File: config.mk
export PLATFORM = sky130hd
export DESIGN_NAME = multiset_bag_table_unit
export DESIGN_NICKNAME = d
export VERILOG_FILES = /design/src/mbt_pkg.sv /design/src/mbt_cell.sv /design/src/multiset_bag_table_unit.sv
export SDC_FILE = /design/constraint.sdc
export NUM_CORES = 1
export LEC_CHECK = 0
export ABC_AREA = 0
export BUFFER_PORTS_ARGS = -buffer_cell sky130_fd_sc_hd__buf_2
export CAP_MARGIN = 5
export CORE_MARGIN = 2
export CORE_UTILIZATION = 30
export CTS_CLUSTER_SIZE = 12
export DETAILED_ROUTE_END_ITERATION = 10
export PLACE_DENSITY = 0.47
export SLEW_MARGIN = 5
export SYNTH_ARGS = -nofsm -noshare
export SYNTH_HDL_FRONTEND = slang
export SYNTH_HIERARCHICAL = 1
export SYNTH_SLANG_ARGS = --single-unit
export TNS_END_PERCENT = 100
File: constraint.sdc
create_clock -name clk -period 15.86 [get_ports clk]
set_input_delay 1.586 -clock clk [delete_from_list [all_inputs] [get_ports clk]]
set_output_delay 1.586 -clock clk [all_outputs]
set_load 0.05 [all_outputs]
File: src/mbt_pkg.sv
`timescale 1ns / 1ps

package mbt_pkg;

  localparam int DEPTH  = 32;
  localparam int WORD_W = 32;
  localparam int FUNC_W = 2;
  localparam int OUT_W  = 6;
  localparam int IDX_W  = (DEPTH > 1) ? $clog2(DEPTH) : 1;
  localparam int CNT_W  = $clog2(DEPTH + 1);

  localparam logic [FUNC_W-1:0] OP_INSERT = 2'd0;
  localparam logic [FUNC_W-1:0] OP_ERASE  = 2'd1;
  localparam logic [FUNC_W-1:0] OP_COUNT  = 2'd2;

  typedef enum logic [1:0] {
    ST_IDLE,
    ST_SCAN,
    ST_FIN
  } mbt_state_t;

  typedef struct packed {
    logic shift;
    logic wr;
  } mbt_cell_ctl_t;

endpackage

File: src/mbt_cell.sv
`timescale 1ns / 1ps

module mbt_cell (
  input  logic                        clk,
  input  mbt_pkg::mbt_cell_ctl_t      ctl,
  input  logic [mbt_pkg::WORD_W-1:0]  nbr_d,
  input  logic [mbt_pkg::WORD_W-1:0]  wr_d,
  output logic [mbt_pkg::WORD_W-1:0]  q
);
  import mbt_pkg::*;

  logic [WORD_W-1:0] q_r;

  always_ff @(posedge clk) begin
    if (ctl.wr) begin
      q_r <= wr_d;
    end else if (ctl.shift) begin
      q_r <= nbr_d;
    end
  end

  assign q = q_r;

endmodule

File: src/multiset_bag_table_unit.sv
// Insert and unused codes go from ST_IDLE straight to ST_FIN, and the result word is
//   registered out of ST_FIN; erase and count pass through ST_SCAN before ST_FIN.
// start is taken only in ST_IDLE (busy low), so one word is in flight at a time; erase
//   and count rotate the whole cell ring once, one entry past the comparator per cycle.
// Reset (rst_n low, synchronous): fill level, control and result strobe clear;
//   stored words stay undefined until written. Results cannot be stalled.
`timescale 1ns / 1ps

module multiset_bag_table_unit (
  input  logic                              clk,
  input  logic                              rst_n,
  input  logic                              start,
  output logic                              busy,
  input  logic [mbt_pkg::FUNC_W-1:0]        in_func,
  input  logic signed [mbt_pkg::WORD_W-1:0] in_value,
  output logic                              out_strobe,
  output logic                              out_ok,
  output logic [mbt_pkg::OUT_W-1:0]         out_matches_res,
  output logic [mbt_pkg::OUT_W-1:0]         out_fill_level
);
  import mbt_pkg::*;

  localparam logic [IDX_W-1:0] K_LAST = IDX_W'(DEPTH - 1);

  mbt_state_t        state_r, state_nxt;
  logic [FUNC_W-1:0] func_r, func_nxt;
  logic [WORD_W-1:0] val_r, val_nxt;
  logic [IDX_W-1:0]  k_r, k_nxt;
  logic [CNT_W-1:0]  hits_r, hits_nxt;
  logic              found_r, found_nxt;
  logic [IDX_W-1:0]  hit_r, hit_nxt;
  logic [WORD_W-1:0] last_r, last_nxt;
  logic [CNT_W-1:0]  fill_r, fill_nxt;
  logic              strobe_r, strobe_nxt;
  logic              ok_r, ok_nxt;
  logic [OUT_W-1:0]  matches_r, matches_nxt;
  logic [OUT_W-1:0]  fill_out_r, fill_out_nxt;

  logic              shift_en;
  logic              wr_en;
  logic [IDX_W-1:0]  wr_idx;
  logic [WORD_W-1:0] wr_data;
  logic [WORD_W-1:0] cell_q [DEPTH];
  mbt_cell_ctl_t     cell_ctl [DEPTH];
  logic [WORD_W-1:0] head;
  logic              in_range;
  logic              is_last;

  assign head     = cell_q[0];
  assign in_range = CNT_W'(k_r) < fill_r;
  assign is_last  = (CNT_W'(k_r) + CNT_W'(1)) == fill_r;

  genvar gi;
  generate
    for (gi = 0; gi < DEPTH; gi++) begin : g_cell
      assign cell_ctl[gi].shift = shift_en;
      assign cell_ctl[gi].wr    = wr_en && (wr_idx == IDX_W'(gi));
      mbt_cell u_cell (
        .clk   (clk),
        .ctl   (cell_ctl[gi]),
        .nbr_d (cell_q[(gi + 1) % DEPTH]),
        .wr_d  (wr_data),
        .q     (cell_q[gi])
      );
    end
  endgenerate

  always_ff @(posedge clk) begin
    if (!rst_n) begin
      state_r  <= ST_IDLE;
      fill_r   <= '0;
      strobe_r <= 1'b0;
    end else begin
      state_r  <= state_nxt;
      fill_r   <= fill_nxt;
      strobe_r <= strobe_nxt;
    end
  end

  always_ff @(posedge clk) begin
    func_r     <= func_nxt;
    val_r      <= val_nxt;
    k_r        <= k_nxt;
    hits_r     <= hits_nxt;
    found_r    <= found_nxt;
    hit_r      <= hit_nxt;
    last_r     <= last_nxt;
    ok_r       <= ok_nxt;
    matches_r  <= matches_nxt;
    fill_out_r <= fill_out_nxt;
  end

  always_comb begin
    state_nxt    = state_r;
    func_nxt     = func_r;
    val_nxt      = val_r;
    k_nxt        = k_r;
    hits_nxt     = hits_r;
    found_nxt    = found_r;
    hit_nxt      = hit_r;
    last_nxt     = last_r;
    fill_nxt     = fill_r;
    strobe_nxt   = 1'b0;
    ok_nxt       = ok_r;
    matches_nxt  = matches_r;
    fill_out_nxt = fill_out_r;
    shift_en     = 1'b0;
    wr_en        = 1'b0;
    wr_idx       = '0;
    wr_data      = val_r;
    unique case (state_r)
      ST_IDLE: begin
        if (start) begin
          func_nxt  = in_func;
          val_nxt   = unsigned'(in_value);
          k_nxt     = '0;
          hits_nxt  = '0;
          found_nxt = 1'b0;
          if (in_func == OP_ERASE || in_func == OP_COUNT) begin
            state_nxt = ST_SCAN;
          end else begin
            state_nxt = ST_FIN;
          end
        end
      end
      ST_SCAN: begin
        shift_en = 1'b1;
        k_nxt    = k_r + IDX_W'(1);
        if (in_range && head == val_r) begin
          hits_nxt = hits_r + CNT_W'(1);
          if (!found_r) begin
            found_nxt = 1'b1;
            hit_nxt   = k_r;
          end
        end
        if (is_last) begin
          last_nxt = head;
        end
        if (k_r == K_LAST) begin
          state_nxt = ST_FIN;
        end
      end
      ST_FIN: begin
        strobe_nxt  = 1'b1;
        ok_nxt      = 1'b0;
        matches_nxt = '0;
        unique case (func_r)
          OP_INSERT: begin
            if (fill_r < CNT_W'(DEPTH)) begin
              wr_en    = 1'b1;
              wr_idx   = fill_r[IDX_W-1:0];
              wr_data  = val_r;
              fill_nxt = fill_r + CNT_W'(1);
              ok_nxt   = 1'b1;
            end
          end
          OP_ERASE: begin
            if (found_r) begin
              wr_en    = 1'b1;
              wr_idx   = hit_r;
              wr_data  = last_r;
              fill_nxt = fill_r - CNT_W'(1);
              ok_nxt   = 1'b1;
            end
          end
          OP_COUNT: begin
            ok_nxt      = 1'b1;
            matches_nxt = OUT_W'(hits_r);
          end
          default: begin
            ok_nxt = 1'b0;
          end
        endcase
        fill_out_nxt = OUT_W'(fill_nxt);
        state_nxt    = ST_IDLE;
      end
      default: begin
        state_nxt = ST_IDLE;
      end
    endcase
  end

  assign busy            = (state_r != ST_IDLE);
  assign out_strobe      = strobe_r;
  assign out_ok          = ok_r;
  assign out_matches_res = matches_r;
  assign out_fill_level  = fill_out_r;

  a_accept_busy: assert property (@(posedge clk) disable iff (!rst_n)
    start && !busy |=> busy)
    else $error("accepted word did not raise busy");

  a_fill_bound: assert property (@(posedge clk) disable iff (!rst_n)
    fill_r <= CNT_W'(DEPTH))
    else $error("fill level above capacity");

  a_one_result: assert property (@(posedge clk) disable iff (!rst_n)
    out_strobe |=> !out_strobe)
    else $error("result strobe held for two cycles");

  a_count_ok: assert property (@(posedge clk) disable iff (!rst_n)
    out_strobe && out_matches_res != '0 |-> out_ok)
    else $error("nonzero match count without ok");

endmodule
==> flow_metrics.tcl, run 1 <==
set metrics [dict create \
    synth-seq-cells 1129 \
    status "finished clean" \
    final_common_cell "edfxtp_1" \
    synth_cell_type_count 50 \
    synth_top_area_share_pct 63.2 \
    synth.area.top_cells "edfxtp_1 (63%), mux2_4 (26%), buf_12 (3.6%)" \
    swShare_pct 22.9 \
    wire_per_inst_um 23.4 \
    syn_nets 2648 \
    cts_setup_buffers 0 \
    start_util_pct 30.2 \
    finalSetupTns_ps 0 \
    multi_input_area_sq_um 17300 \
    hpwl_um 71500 \
    syn_area_per_cell_sq_um 20.5 \
    drt_pass1_iterations 5 \
    worstMarginPinSlew_ps 1260 \
    drive_gt1_share_pct 49.5 \
    pre_cts_ws_ps 11840 \
    clk_pin_slew_worst_paths_ps 60 \
    end_kind "flop" \
    final_cell_mix "edfxtp_1 (1120), mux2_4 (928), mux2_2 (129)" \
    core_area_sq_um 176000 \
    grt_usage_pct 13.2 \
    regArea_sq_um 33800 \
    clock-sinks 1129 \
    maxCapViolCount 0 \
    cts_htree_levels 3 \
    crit_fanout 33 \
    setup_violations 0 \
    drc 0 \
    place_congestion 0.840 \
    postSynthCellCount 2600 \
    drt-initial-drc-count 1636 \
    powerDensity_nw_per_um2 116 \
    relSlewSlack_pct 15.9 \
    cts-hold-fix-buffers 0 \
    drtAntennaViolNets 0 \
    vias_per_cell 4.56 \
    p_int_mw 5.25 \
    final_max_slew_viol_count 0 \
    dieHeight_um 425 \
    p_leak_nw 20.4 \
    rrSetupSlack_ps 11810 \
    pwr-share-seq_pct 52.7 \
    synth_ff_type "edfxtp_1" \
    final_cells 5159 \
    filler_cell_count 16600 \
    worstPathArrival_ps 4450 \
    yosysWarnings 6 \
    antenna_cells 0 \
    finalCritPeriodShare_pct 25.5 \
    whs_ps 521 \
    worstSetupStartpointType "flop" \
    grt_pass1_wl_um 177000 \
    grt_pass1_vias 25300 \
    cts_resized 0 \
    synth_edf_count 1120 \
    num_rows 154 \
    synth_top_cell_by_area "edfxtp_1" \
    clock_skew_ps 38.0 \
    dieArea_sq_um 181000 \
    fin_crit_ps 4050 \
    p_sw_mw 1.56 \
    overflow 0 \
    synthToLayoutAreaGrowth_pct 10.3 \
    antenna_found_initial 0 \
    ir_drop_mv 0.0850 \
    numPlacedInstances 4934 \
    clkLatencyLatePin_ps 760 \
    drt-total-wl_um 121000 \
    ys_seq_area_share_pct 63.5 \
    layout_setup_ws_ps 11810 \
    synthArstFlopShare_pct 0 \
    min_path_type "flop to flop" \
    cp.required_ps 16260 \
    grt_max_degree 35 \
    die_width_um 425 \
    cts_tree "yes" \
    cts-root-buf "clkbuf_16" \
    finalHoldViolations 0 \
    ios 52 \
    via_count 23500 \
    max_freq_ghz 0.247 \
    nNetsFinal 2766 \
    clkPwrFrac_pct 39.8 \
    synth_area_sq_um 53200 \
    cts_buffer_depth 3 \
    io_buffers 51 \
    numCtsBuffers 121 \
    pwr-share-comb_pct 7.5 \
    critPathKind "flop to flop" \
    rsz0062_at_grt "false" \
]
[through the flow]
stage               instance area, sq um  power, mW  utilization, %
floorplan                          53200       3.95               -
global placement                   54900       4.16            31.2
detailed placement                 54900       4.16            31.2
CTS                                58700       6.91            33.3
global route                       58700       7.07            33.3
finish                             58700       6.81            33.3
[worst paths after layout]
kind                           startpoint                       to  cells after the start
setup / recovery                func_r[0]   g_cell[6].u_cell/q[24]                      7
hold / removal    g_cell[17].u_cell/q[17]  g_cell[16].u_cell/q[17]                      1
setup reg to reg                func_r[0]   g_cell[6].u_cell/q[24]                      7
hold reg to reg   g_cell[17].u_cell/q[17]  g_cell[16].u_cell/q[17]                      1
[metal layers]
layer,vias up,part of all wire (%),wire length (um),track usage (%)
met5,-,0,0,0
li1,10400,-,-,-
met2,489,49,58600,22.0
met1,12500,45,53900,17.6
met4,0,1.8,2160,3.26
met3,145,5.0,6060,2.57
[critical path, stage by stage (launching register included)]
cell and delay (ps):
edfxtp_1 520, inv_1 330, nand3_1 150, a21oi_1 340, nand3_1 580, nor2_4 1160
or2_1 210, buf_4 370
[cells by family after synthesis]
| logic type | count (synthesis) | synth area share, % |
|---|---|---|
| AOI/OAI and AO/OA | 35 | 0.414 |
| xor gates and xnor gates | 49 | 0.806 |
| adders and majority gates | 11 | 0.259 |
| buffers and inverters | 157 | 4.53 |
| DFF | 1129 | 63.5 |
| muxes | 1057 | 28.9 |
| and+or+nand+nor | 162 | 1.57 |
[cells in the mapped netlist, drive strengths merged (6+ instances only)]
cell type and instances:
dfxtp 9, a21oi 13, nand3 14, nor4 9, mux2 1057, edfxtp 1120, nand2 16, inv 14
xor2 34, ha 11, nor2 55, xnor2 15, or2 33, buf 135, and2 6, o21ai 7
and3 9
[flip-flops by register name, indices dropped and copies added (netlist names), 6 cells and up]
| name | count |
|---|---|
| hits_r | 6 |
| g_cell.u_cell/q | 1024 |
| val_r | 32 |
| fill_r | 6 |
| out_matches_res | 6 |
| out_fill_level | 6 |
| last_r | 32 |
[final cells by class]
cell class / count / share of cell area (%)
clock buffers: 153 / 5.43
clock inverters: 71 / 0.982
inverters: 17 / 0.109
multi-input cells: 1314 / 29.4
flip-flops and latches: 1129 / 57.6
well taps: 2340 / 4.98
repair buffers: 135 / 1.54
[power groups by stage]
stage / sequential (mW) / combinational [mW] / clock (mW)
final: 3.59 / 0.511 / 2.71
after CTS: 3.59 / 0.519 / 2.80
after detailed placement: 3.65 / 0.515 / 0
after floorplan: 3.61 / 0.338 / 0
after global routing: 3.60 / 0.547 / 2.92
after global placement: 3.65 / 0.507 / 0
No activity file was read; power rests on OpenSTA's default activity.
==> run 2: changes to the inputs <==
==> constraint.sdc (replaced) <==
create_clock -name clk -period 3.75 [get_ports clk]
set_input_delay 0.375 -clock clk [delete_from_list [all_inputs] [get_ports clk]]
set_output_delay 0.375 -clock clk [all_outputs]
set_load 0.05 [all_outputs]
==> flow_metrics.tcl, run 2 (synthesized netlist as in run 1, its figures left out) <==
set metrics [dict create \
    rr_startpoint "func_r[0]" \
    max_freq_ghz 0.309 \
    hpwl_um 72500 \
    fin_crit_ps 3240 \
    holdPathEnd "val_r[14]" \
    core_area_sq_um 176000 \
    max_stage_delay_ps 530 \
    dieHeight_um 425 \
    wire_per_inst_um 23.0 \
    final_common_cell "edfxtp_1" \
    p_leak_nw 21.0 \
    pwr-share-comb_pct 7.6 \
    path_cells "inv_1 > nand3_1 > a21oi_1 > nand3_1 > buf_4 > nor2_4 > buf_4 > mux2_2" \
    cts_htree_levels 4 \
    placed_area_sq_um 55700 \
    grt_max_degree 38 \
    clkLatencyLatePin_ps 740 \
    ios 52 \
    cts_tree "yes" \
    nNetsFinal 2847 \
    cts_setup_buffers 0 \
    via_count 23800 \
    ir_drop_mv 0.429 \
    min_path_type "input port to flop" \
    crit_slowest_cell "edfxtp_1" \
    clock-sinks 1129 \
    setup_violations 0 \
    whs_path_depth 2 \
    cts_resized 0 \
    critPathTopFamily "buffers and inverters" \
    synthToLayoutAreaGrowth_pct 13.1 \
    critPathBufInv 3 \
    grt_usage_pct 13.3 \
    drt-initial-drc-count 1947 \
    rrSetupSlack_ps 510 \
    powerDensity_nw_per_um2 494 \
    overflow 0 \
    design_area_sq_um 60200 \
    cts_buffer_depth 3 \
    final_cells 5244 \
    maxCapViolCount 0 \
    numPlacedInstances 4969 \
    p_total_mw 29.7 \
    start_util_pct 30.2 \
    drt-total-wl_um 121000 \
    clk_pin_slew_worst_paths_ps 60 \
    cts-hold-fix-buffers 36 \
    p_sw_mw 6.74 \
    drc 0 \
    drtAntennaViolNets 0 \
    finalCritPeriodShare_pct 86.4 \
    final_cell_mix "edfxtp_1 (1120), mux2_4 (928), clkbuf_16 (138)" \
    reg2reg_to "g_cell[5].u_cell/q[29]" \
    min-delay-start "in_value[14]" \
    cp.required_ps 4240 \
    final_util_pct 34.1 \
    numCtsBuffers 132 \
    grt_pass1_wl_um 179000 \
    finalHoldViolations 0 \
    finalSetupTns_ps 0 \
    clock_skew_ps 34.9 \
    crit_fanout 29 \
    largest_reg_flops 1024 \
    critPathKind "flop to flop" \
    worstPathArrival_ps 3720 \
    place_congestion 0.816 \
    vias_per_cell 4.53 \
    worstMarginPinSlew_ps 1180 \
    grt_pass1_vias 25900 \
    end_kind "flop" \
    drive_gt1_share_pct 49.9 \
    final_max_slew_viol_count 0 \
    antenna_found_initial 3 \
    r2r_cells 8 \
    pwr-share-seq_pct 51.0 \
    die_width_um 425 \
    io_buffers 51 \
    cts-root-buf "clkbuf_16" \
    num_rows 154 \
    relSlewSlack_pct 20.5 \
    clkPwrFrac_pct 41.5 \
    drt_pass1_iterations 5 \
    p_int_mw 23.0 \
    dieArea_sq_um 181000 \
    worstSetupStartpointType "flop" \
    rsz0062_at_grt "false" \
    status "finished clean" \
    swShare_pct 22.7 \
]
## run 2: layer usage
layer | up-vias | routed length, um | global-route usage, %
li1 | 10500 | - | -
met1 | 12600 | 54100 | 17.8
met2 | 497 | 57100 | 21.3
met3 | 164 | 7080 | 3.50
met4 | 0 | 2330 | 3.69
met5 | - | 0 | 0
## run 2: final cells by class
class	count	area [sq um]
fill	16500	116000
sequential	1129	33800
multi-input combinational	1314	17300
clock buffer	162	3540
tap	2340	2930
timing repair buffer	205	1980
clock inverter	76	588
inverter	17	63.8
antenna	1	2.50
## run 2: power by group through the flow
| stage | logic, mW | registers [mW] | clock network [mW] |
|---|---|---|---|
| final | 2.26 | 15.2 | 12.3 |
| after global routing | 2.42 | 15.2 | 13.2 |
| after CTS | 2.30 | 15.2 | 12.7 |
| after detailed placement | 2.25 | 15.4 | 0 |
| after global placement | 2.21 | 15.4 | 0 |
| after floorplan | 1.43 | 15.3 | 0 |
## run 2: per-stage QoR
step	hold WS (ps)	setup WS [ps]
after floorplan	450	551
after global placement	483	586
after detailed placement	498	566
after CTS	260	569
after global routing	293	366
final	339	512
## run 2: worst max path at each step
stage / from / end / depth (start not counted)
6_report: func_r[0] / g_cell[5].u_cell/q[29] / 8
5_1_grt: func_r[0] / g_cell[5].u_cell/q[29] / 8
4_1_cts: func_r[0] / g_cell[5].u_cell/q[29] / 8
3_5_place_dp: func_r[0] / g_cell[5].u_cell/q[29] / 8
3_3_place_gp: func_r[0] / g_cell[5].u_cell/q[30] / 8
2_1_floorplan: k_r[0] / last_r[0] / 6
==> run 3: changes to the inputs <==
--- a/config.mk
+++ b/config.mk
@@ -5,7 +5,7 @@
 export SDC_FILE = /design/constraint.sdc
 export NUM_CORES = 1
 export LEC_CHECK = 0
-export ABC_AREA = 0
+export ABC_AREA = 1
 export BUFFER_PORTS_ARGS = -buffer_cell sky130_fd_sc_hd__buf_2
 export CAP_MARGIN = 5
 export CORE_MARGIN = 2
@@ -13,7 +13,6 @@
 export CTS_CLUSTER_SIZE = 12
 export DETAILED_ROUTE_END_ITERATION = 10
 export PLACE_DENSITY = 0.47
-export SLEW_MARGIN = 5
 export SYNTH_ARGS = -nofsm -noshare
 export SYNTH_HDL_FRONTEND = slang
 export SYNTH_HIERARCHICAL = 1
==> flow_metrics.tcl, run 3 <==
set metrics [dict create \
    final_cell_mix "nand2_1 (3193), edfxtp_1 (1120), clkbuf_16 (136)" \
    regArea_sq_um 33800 \
    hpwl_um 86800 \
    worstMarginPinSlew_ps 1300 \
    cts_htree_levels 4 \
    use_met1_pct 22.9 \
    clock_skew_ps 35.0 \
    maxCapViolCount 0 \
    min_path_type "input port to flop" \
    overflow 0 \
    die_width_um 412 \
    min-delay-start "in_value[28]" \
    synth_top_area_share_pct 67.2 \
    cts-root-buf "clkbuf_16" \
    drt-initial-drc-count 2935 \
    end_kind "flop" \
    nNetsFinal 5054 \
    synth_ff_type "edfxtp_1" \
    p_leak_nw 23.3 \
    finalSetupTns_ps 0 \
    syn_area_per_cell_sq_um 10.2 \
    filler_cell_count 16700 \
    syn_nets 4970 \
    core_area_sq_um 165000 \
    drt-total-wl_um 140000 \
    num_rows 149 \
    drt_pass1_iterations 5 \
    p_int_mw 22.9 \
    dieHeight_um 412 \
    grt_pass1_vias 32600 \
    pwr-share-comb_pct 7.7 \
    finalHoldViolations 0 \
    numCtsBuffers 134 \
    ir_drop_mv 0.394 \
    clkPwrFrac_pct 41.9 \
    synthToLayoutAreaGrowth_pct 13.2 \
    cts_resized 0 \
    p_sw_mw 7.49 \
    clock-sinks 1129 \
    place_congestion 0.805 \
    clk_pin_slew_worst_paths_ps 60 \
    synth.area.top_cells "edfxtp_1 (67%), nand2_1 (24%), buf_6 (2.9%)" \
    top_usage_layer "met2" \
    final_common_cell "nand2_1" \
    rsz0062_at_grt "false" \
    pwr-share-seq_pct 50.4 \
    synth_area_sq_um 50000 \
    drtAntennaViolNets 0 \
    status "finished clean" \
    drive_gt1_share_pct 9.34 \
    finalCritPeriodShare_pct 83.6 \
    synthArstFlopShare_pct 0 \
    worstSetupStartpointType "flop" \
    ios 52 \
    wire_per_inst_um 19.2 \
    postSynthCellCount 4922 \
    max_freq_ghz 0.319 \
    largest_reg_flops 1024 \
    cts_buffer_depth 3 \
    grt_max_degree 37 \
    grtUsageMet3_pct 2.81 \
    crit_fanout 33 \
    start_util_pct 30.3 \
    worstPathArrival_ps 3620 \
    numPlacedInstances 7024 \
    crit_path_start "func_r[1]" \
    synth_edf_count 1120 \
    clkLatencyLatePin_ps 780 \
    p_total_mw 30.4 \
    grt_usage_pct 16.5 \
    vias_per_cell 4.57 \
    fin_crit_ps 3130 \
    rr_startpoint "func_r[1]" \
    io_buffers 51 \
    powerDensity_nw_per_um2 538 \
    multi_input_area_sq_um 13800 \
    synth-seq-cells 1129 \
    cts_tree "yes" \
    synth_top_cell_by_area "edfxtp_1" \
    critPathKind "flop to flop" \
    use_met2_pct 26.4 \
    final_util_pct 34.2 \
    rrSetupSlack_ps 620 \
    cp.required_ps 4230 \
    synth_cell_type_count 34 \
    drc 0 \
    setup_violations 0 \
    via_count 33400 \
    dieArea_sq_um 170000 \
    final_max_slew_viol_count 0 \
    grt_pass1_wl_um 212000 \
    whs_ps 302 \
    synthTopCellsByCount "nand2_1 (3193), edfxtp_1 (1120), buf_6 (129)" \
    antenna_found_initial 0 \
    yosysWarnings 6 \
    relSlewSlack_pct 13.3 \
    final_cells 7300 \
    swShare_pct 24.6 \
    ys_seq_area_share_pct 67.6 \
    yosysMostFrequentCell "nand2_1" \
]
==> run 3: critical path: stages, from the launching register on <==
cell and delay [ps]:
edfxtp_1 450, nor2_4 210, nand2_4 110, nor2_1 180
a21oi_1 100, nor2_2 190, inv_2 70, nor2_2 160
nand2_1 130, nor2_2 280, buf_4 450, inv_4 270
nand2_1 120, nand2_1 90
==> run 3: cell families after synthesis <==
kind of cell    after synthesis  share of synthesized area [%]
fa+ha+maj                    11                          0.275
compound gates               67                          0.740
flops                      1129                           67.6
xor+xnor                     15                          0.263
simple gates               3347                           25.5
buf+inv                     341                           5.39
mux                          12                          0.270
==> run 3: layout make-up <==
| type | instances | share of cell area [%] |
|---|---|---|
| Antenna cell | 2 | 0.00884 |
| Clock buffer | 168 | 6.22 |
| Clock inverter | 71 | 1.27 |
| Inverter | 107 | 0.851 |
| Multi-Input combinational cell | 3452 | 24.5 |
| Sequential cell | 1129 | 59.7 |
| Tap cell | 2189 | 4.84 |
| Timing Repair Buffer | 182 | 2.63 |
==> run 3: metrics by stage <==
step | setup slack [ps] | instance area [sq um]
after floorplan | 510 | 50000
after detailed placement | 675 | 52000
after CTS | 653 | 56600
final | 617 | 56600
after global routing | 435 | 56600
after global placement | 707 | 52000
==> run 3: routing by layer <==
metal	wire (um)	up-vias
met3	7450	195
met4	2960	0
li1	-	16000
met5	0	-
met2	65500	845
met1	64400	16300
==> run 3: power by group through the flow <==
stage               sequential, mW  clock, mW  combinational, mW
CTS                           15.4       13.0               2.38
detailed placement            15.6          0               2.34
global placement              15.6          0               2.32
global route                  15.4       13.5               2.58
finish                        15.3       12.7               2.34
floorplan                     15.5          0               1.27
==> run 3: path summary, 6_finish.rpt <==
kind                                           endpoint  cells after the start
worst max-delay path            g_cell[13].u_cell/q[22]                     13
worst min-delay path                          val_r[28]                      2
worst max register to register  g_cell[13].u_cell/q[22]                     13
worst min register to register  g_cell[20].u_cell/q[16]                      2
==> run 3: timing repair <==
item                                   in CTS  in global routing
hold buffers                               35                  0
endpoints found under the hold margin      40                  0
buffers inserted                            0                  0
